==> src/rtl/pgpm_pkg.sv <==
// ----------------------------------------------------------------------------
// pgpm_pkg: shared types, constants and helpers
// holds the mix mode codes, register indexes, reset values and the per
// channel mixing function used by the top level
// ----------------------------------------------------------------------------
package pgpm_pkg;

  localparam int unsigned CFG_IDX_W  = 3;
  localparam int unsigned CFG_DATA_W = 16;
  localparam int unsigned LIGHT_POS_W = 14;
  localparam int unsigned COLOR_W    = 8;
  localparam int unsigned INTENS_W   = 16;
  localparam int unsigned PROD_W     = COLOR_W + INTENS_W;  // c * intensity
  localparam int unsigned QUOT_W     = 2 * PROD_W - 16;     // (c*i)^2 / 65536
  localparam int unsigned DIST_W     = QUOT_W + 1;          // clamped squared distance
  localparam int unsigned SQ_W       = 2 * COLOR_W;
  localparam int unsigned NUM_LANES  = 3;

  typedef enum logic [2:0] {
    MIX_XOR   = 3'd0,
    MIX_AVG   = 3'd1,
    MIX_ADD   = 3'd2,
    MIX_SUB   = 3'd3,
    MIX_MUL   = 3'd4,
    MIX_AND   = 3'd5,
    MIX_OR    = 3'd6,
    MIX_PASS  = 3'd7
  } mix_mode_e;

  typedef enum logic [CFG_IDX_W-1:0] {
    REG_LIGHT_X     = 3'd0,
    REG_LIGHT_Y     = 3'd1,
    REG_LIGHT_RED   = 3'd2,
    REG_LIGHT_GREEN = 3'd3,
    REG_LIGHT_BLUE  = 3'd4,
    REG_INTENSITY   = 3'd5,
    REG_MIX_MODE    = 3'd6,
    REG_UNUSED      = 3'd7
  } cfg_reg_e;

  localparam logic [INTENS_W-1:0] INTENSITY_RST = 16'd5120;
  localparam mix_mode_e           MIX_MODE_RST  = MIX_ADD;

  function automatic logic [COLOR_W-1:0] mix_channel(
    input mix_mode_e          mode,
    input logic [COLOR_W-1:0] glow,
    input logic [COLOR_W-1:0] prior
  );
    logic [COLOR_W:0]     sum;
    logic [2*COLOR_W-1:0] mul;
    logic [COLOR_W-1:0]   r;
    sum = {1'b0, glow} + {1'b0, prior};
    mul = glow * prior;
    case (mode)
      MIX_XOR:   r = glow ^ prior;
      MIX_AVG:   r = sum[COLOR_W:1];
      MIX_ADD:   r = sum[COLOR_W] ? {COLOR_W{1'b1}} : sum[COLOR_W-1:0];
      MIX_SUB:   r = (glow > prior) ? (glow - prior) : '0;
      MIX_MUL:   r = (|mul[2*COLOR_W-1:COLOR_W]) ? {COLOR_W{1'b1}} : mul[COLOR_W-1:0];
      MIX_AND:   r = glow & prior;
      MIX_OR:    r = glow | prior;
      default:   r = glow;
    endcase
    return r;
  endfunction

endpackage

==> src/rtl/pgpm_dist.sv <==
// ----------------------------------------------------------------------------
// pgpm_dist: squared distance pipeline
// two stages: absolute offsets, then sum of squares clamped to DIST_W bits
// ----------------------------------------------------------------------------
module pgpm_dist #(
  parameter int unsigned COORD_BITS = 12
) (
  input  logic                                  clk_i,
  input  logic                                  rst_ni,
  input  logic                                  en_i,
  input  logic [COORD_BITS-1:0]                 px_i,
  input  logic [COORD_BITS-1:0]                 py_i,
  input  logic signed [pgpm_pkg::LIGHT_POS_W-1:0] light_x_i,
  input  logic signed [pgpm_pkg::LIGHT_POS_W-1:0] light_y_i,
  output logic [pgpm_pkg::DIST_W-1:0]           dist_o,
  output logic                                  dzero_o
);
  import pgpm_pkg::*;

  localparam int unsigned AW  = ((COORD_BITS > LIGHT_POS_W - 1) ? COORD_BITS
                                                               : LIGHT_POS_W - 1) + 1;
  localparam int unsigned SW  = AW + 1;
  localparam int unsigned D2W = 2 * AW + 1;
  localparam int unsigned DXW = (D2W > DIST_W) ? D2W : DIST_W + 1;

  logic signed [SW-1:0] dx, dy;
  logic [AW-1:0]        adx_d, ady_d, adx_q, ady_q;
  logic [D2W-1:0]       d2;
  logic [DXW-1:0]       d2_ext;
  logic [DIST_W-1:0]    dist_d, dist_q;
  logic                 dzero_q;

  assign dx = $signed(SW'(px_i)) - SW'(light_x_i);
  assign dy = $signed(SW'(py_i)) - SW'(light_y_i);
  assign adx_d = dx[SW-1] ? AW'(-dx) : AW'(dx);
  assign ady_d = dy[SW-1] ? AW'(-dy) : AW'(dy);

  assign d2     = D2W'(adx_q) * D2W'(adx_q) + D2W'(ady_q) * D2W'(ady_q);
  assign d2_ext = DXW'(d2);
  // beyond the quotient range every nonzero glow fails, so clamp
  assign dist_d = (|d2_ext[DXW-1:DIST_W-1]) ? {1'b1, {(DIST_W-1){1'b0}}}
                                           : d2_ext[DIST_W-1:0];

  always_ff @(posedge clk_i) begin
    if (en_i) begin
      adx_q   <= adx_d;
      ady_q   <= ady_d;
      dist_q  <= dist_d;
      dzero_q <= (d2 == '0);
    end
  end

  assign dist_o  = dist_q;
  assign dzero_o = dzero_q;

  logic unused_rst;
  assign unused_rst = rst_ni;

endmodule

==> config.mk <==
export PLATFORM = sky130hd
export DESIGN_NAME = pgpm_dist
export DESIGN_NICKNAME = d
export VERILOG_FILES = /design/src/rtl/pgpm_pkg.sv /design/src/rtl/pgpm_dist.sv
export SDC_FILE = /design/constraint.sdc
export NUM_CORES = 1
export LEC_CHECK = 0
export ABC_CLOCK_PERIOD_IN_PS = 9800
export BUFFER_PORTS_ARGS = -buffer_cell sky130_fd_sc_hd__buf_4
export CORE_MARGIN = 10
export CORE_UTILIZATION = 25
export CTS_BUF_LIST = sky130_fd_sc_hd__clkbuf_8
export DETAILED_ROUTE_END_ITERATION = 10
export GPL_ROUTABILITY_DRIVEN = 0
export HOLD_SLACK_MARGIN = 0.15
export SYNTH_ARGS = -nofsm -noshare
export SYNTH_HDL_FRONTEND = slang
export SYNTH_SLANG_ARGS = --single-unit
==> constraint.sdc <==
create_clock -name clk_i -period 9.8 [get_ports clk_i]
set_input_delay 0.98 -clock clk_i [delete_from_list [all_inputs] [get_ports clk_i]]
set_output_delay 0.98 -clock clk_i [all_outputs]
set_load 0.02 [all_outputs]
==> impl_metrics.xml <==
<?xml version="1.0" encoding="UTF-8"?>
<metrics>
  <group name="sta">
    <metric name="report.final.setup_viol" unit="">0</metric>
    <metric name="timing.final.max_slew_violations" unit="">0</metric>
    <metric name="relSlewSlack" unit="">0.2157</metric>
    <metric name="fin_skew" unit="ns">0.01405</metric>
    <metric name="fmaxAchievable" unit="MHz">125.4</metric>
    <metric name="hold_violations" unit="">0</metric>
    <metric name="worst_pin_slew" unit="ns">1.164</metric>
    <metric name="setup_repair_after_global_routing_missed_its_margin" unit="">false</metric>
    <metric name="finalSetupTns" unit="ns">0</metric>
    <metric name="timing.final.crit_period" unit="ns">7.976</metric>
    <metric name="final_min_period_over_clock_period" unit="">0.8138</metric>
  </group>
  <group name="setup_path">
    <metric name="critical_path_peak_fanout" unit="">12</metric>
    <metric name="crit_arrival" unit="ns">8.20</metric>
    <metric name="setup.worst_path.class" unit="">register to register</metric>
    <metric name="reg2reg_depth" unit="">23</metric>
    <metric name="end_kind" unit="">register</metric>
    <metric name="worst_r2r_endpoint" unit="">dzero_o$_DFFE_PP_</metric>
    <metric name="worstReg2RegStart" unit="">adx_q[3]$_DFFE_PP_</metric>
    <metric name="critical_path_required" unit="ns">10.03</metric>
    <metric name="setup.reg_to_reg.worst_slack" unit="ns">1.82</metric>
    <metric name="start_kind" unit="">register</metric>
  </group>
  <group name="floorplanning">
    <metric name="initial_utilization" unit="">0.2521</metric>
    <metric name="floorplan.io_pins" unit="">89</metric>
    <metric name="chipWidth" unit="um">264.0</metric>
    <metric name="design.core.area" unit="mm^2">0.05902</metric>
    <metric name="total_die_area" unit="mm^2">0.06967</metric>
    <metric name="row_count" unit="">89</metric>
    <metric name="chipHeight" unit="um">264.0</metric>
  </group>
  <group name="routing">
    <metric name="antenna_violating_nets_post_route" unit="">0</metric>
    <metric name="dr.first_iter.drc_count" unit="">470</metric>
    <metric name="route.final.wire_length" unit="mm">33.06</metric>
    <metric name="via_per_inst" unit="">4.272</metric>
    <metric name="avgRoutedWirePerCell" unit="um">13.82</metric>
    <metric name="dr.pass1.iters" unit="">5</metric>
    <metric name="drc" unit="">0</metric>
    <metric name="detailroute.via_count" unit="">10220</metric>
  </group>
  <group name="placement">
    <metric name="hpwlAfterDp" unit="mm">29.04</metric>
    <metric name="port-buffer-count" unit="">83</metric>
  </group>
  <group name="yosys">
    <metric name="synth-seq-cells" unit="">58</metric>
    <metric name="synth_ff_type" unit="">edfxtp_1</metric>
    <metric name="yosys_warnings" unit="">0</metric>
    <metric name="synth_area_per_cell" unit="um^2">9.586</metric>
    <metric name="synth_enable_flop_cells" unit="">58</metric>
    <metric name="synthDominantCellAreaShare" unit="">0.3956</metric>
    <metric name="syn_area" unit="mm^2">0.01488</metric>
    <metric name="synth_cell_types" unit="">70</metric>
    <metric name="yosys-top-cells-area" unit="">fa_1 40%, ha_1 14%, edfxtp_1 12%</metric>
    <metric name="yosys.area.top_type" unit="">fa_1</metric>
    <metric name="synthArstFlopShare" unit="">0</metric>
    <metric name="synth_sequential_area_ratio" unit="">0.1171</metric>
    <metric name="post_synth_inst_count" unit="">1552</metric>
  </group>
  <group name="global_route">
    <metric name="total_congestion_overflow" unit="">0</metric>
    <metric name="grtUsageTotal" unit="">0.09883</metric>
    <metric name="largest_net_degree_at_the_start_of_global_routing" unit="">59</metric>
    <metric name="first_pass_grt_wire_length" unit="mm">56.45</metric>
    <metric name="grt_antenna_before_repair" unit="">1</metric>
    <metric name="first_global_vias" unit="">11580</metric>
  </group>
  <group name="hold_path">
    <metric name="worst_hold_path.endpoint" unit="">adx_q[12]$_DFFE_PP_</metric>
    <metric name="min_path_cells" unit="">2</metric>
    <metric name="holdCritStartpoint" unit="">light_x_i[12]</metric>
    <metric name="worst_hold_path_type" unit="">primary input to register</metric>
  </group>
  <group name="clocking">
    <metric name="worst_skew_pair.late_latency" unit="ns">0.39</metric>
    <metric name="post_cts_resized" unit="">0</metric>
    <metric name="cts_root_buffer" unit="">clkbuf_8</metric>
    <metric name="h_tree_levels" unit="">3</metric>
    <metric name="clock_tree.buffer_depth" unit="">2</metric>
    <metric name="clock-sinks" unit="">58</metric>
    <metric name="cts.hold.buffers_added" unit="">0</metric>
    <metric name="tritoncts_clock_tree" unit="">yes</metric>
    <metric name="clk_pin_slew_worst_paths" unit="ns">0.08</metric>
    <metric name="post-cts-setup-buffers" unit="">0</metric>
    <metric name="number_of_clock_buffers_inserted_by_tritoncts" unit="">9</metric>
  </group>
  <group name="cells_and_area">
    <metric name="number_of_nets_at_the_end_of_the_flow" unit="">2125</metric>
    <metric name="areaGrowthSynthToFinish" unit="%">11.34</metric>
    <metric name="finish.utilization" unit="">0.2807</metric>
    <metric name="drive_gt1_frac" unit="">0.07721</metric>
  </group>
  <group name="flow_run">
    <metric name="cap_viol_max_count" unit="">0</metric>
  </group>
  <group name="run_status">
    <metric name="run_status" unit="">complete, no violations</metric>
  </group>
</metrics>
==> per-stage QoR <==
stage               cell area [um^2]  hold slack [ns]  setup slack, ns  std cells
floorplan                      14890           0.6047            2.790       1555
global placement               16340            1.033            1.960       2376
detailed placement             16340            1.041            1.862       2376
CTS                            16560           0.9350            1.835       2392
global route                   16570           0.9473            1.475       2393
finish                         16570           0.9536            1.824       2393
==> synth_stat cells, drive strengths merged, types with 5 or more instances <==
cell type  instances
a31oi              9
clkbuf            30
nor2              65
a21oi             31
nor3               7
nand3             12
o21a               5
a21o              16
buf                6
nand2b             6
edfxtp            58
nor2b             12
xnor2             43
and2              95
a211oi             5
inv              463
and3              11
ha               162
xor2              27
nand2             97
o21ai             25
fa               294
a41oi              5
==> flip-flops by register name, indices dropped and copies added, names as in the netlist <==
| signal | count |
|---|---|
| ady_q | 14 |
| adx_q | 14 |
| dzero_o | 1 |
| dist_o | 29 |
==> cell type report <==
class	count	area (um^2)
fillers	6279	42450
multi-input cells	998	11260
flip-flops and latches	58	1742
inverters	463	1738
well taps	773	967.2
repair buffers	84	630.6
clock buffers	9	123.9
clock inverters	7	102.6
diodes	1	2.502
==> cells by family after synthesis <==
logic type | synth area share
and+or+nand+nor | 0.1136
buffers and inverters | 0.1269
adders and majority gates | 0.5318
xor gates and xnor gates | 0.04121
other | 0.0002520
AOI/OAI and AO/OA | 0.06476
DFF | 0.1171
muxes | 0.004373
==> critical path, stage by stage, from the launching register on <==
cell and delay, ns:
edfxtp_1 0.63, inv_1 0.27, nor2_1 0.33, fa_1 0.47, fa_1 0.51, inv_1 0.05
fa_1 0.47, fa_1 0.51, inv_1 0.05, fa_1 0.51, inv_1 0.06, fa_1 0.49
fa_1 0.52, inv_1 0.05, ha_1 0.34, and3_1 0.24, a2111oi_4 0.41, o21ai_2 0.18
a31oi_4 0.28, xnor2_1 0.11, or4b_1 0.49, nor4b_2 0.32, nand4_1 0.26, nor4_2 0.25
==> per-layer routing <==
metal,GRT usage,part of all wire,vias to the layer above
li1,-,-,4805
met4,0.02255,0.017,0
met5,0,0,-
met2,0.1904,0.55,145
met3,0.01362,0.032,36
met1,0.1122,0.40,5238
==> how the worst max path moves through the flow <==
stage	slack, ns	endpoint	depth (start not counted)	startpoint
2_1_floorplan	2.79	dzero_o$_DFFE_PP_	24	adx_q[3]$_DFFE_PP_
3_3_place_gp	1.96	dzero_o$_DFFE_PP_	23	adx_q[3]$_DFFE_PP_
3_5_place_dp	1.86	dzero_o$_DFFE_PP_	23	adx_q[3]$_DFFE_PP_
4_1_cts	1.83	dzero_o$_DFFE_PP_	23	adx_q[3]$_DFFE_PP_
5_1_grt	1.48	dzero_o$_DFFE_PP_	23	adx_q[3]$_DFFE_PP_
6_report	1.82	dzero_o$_DFFE_PP_	23	adx_q[3]$_DFFE_PP_
==> cell usage in the layout, fill, tap and decap left out, types with 3 or more instances in the layout <==
cell / Yosys / layout
a211o_1: 3 / 3
a211oi_1: 5 / 5
a21o_1: 16 / 16
a21oi_1: 31 / 31
a311oi_1: 3 / 3
a31o_2: 3 / 3
a31oi_1: 8 / 8
a41oi_1: 5 / 5
and2_1: 95 / 95
and3_1: 9 / 9
buf_4: 4 / 84
clkbuf_8: 0 / 9
clkinv_4: 0 / 3
conb_1: 1 / 4
edfxtp_1: 58 / 58
fa_1: 294 / 294
ha_1: 162 / 162
inv_1: 463 / 463
mux2_2: 4 / 4
nand2_1: 97 / 97
nand2b_1: 6 / 6
nand3_1: 11 / 11
nor2_1: 65 / 65
nor2b_1: 12 / 12
nor3_1: 7 / 7
o211ai_1: 3 / 3
o21a_1: 5 / 5
o21ai_0: 22 / 22
o21bai_1: 3 / 3
o22ai_1: 3 / 3
or2_2: 3 / 3
xnor2_1: 43 / 43
xor2_1: 27 / 27
Power is not shown: default switching activity piles up to over one toggle a cycle in this logic, so the estimate is an artifact.
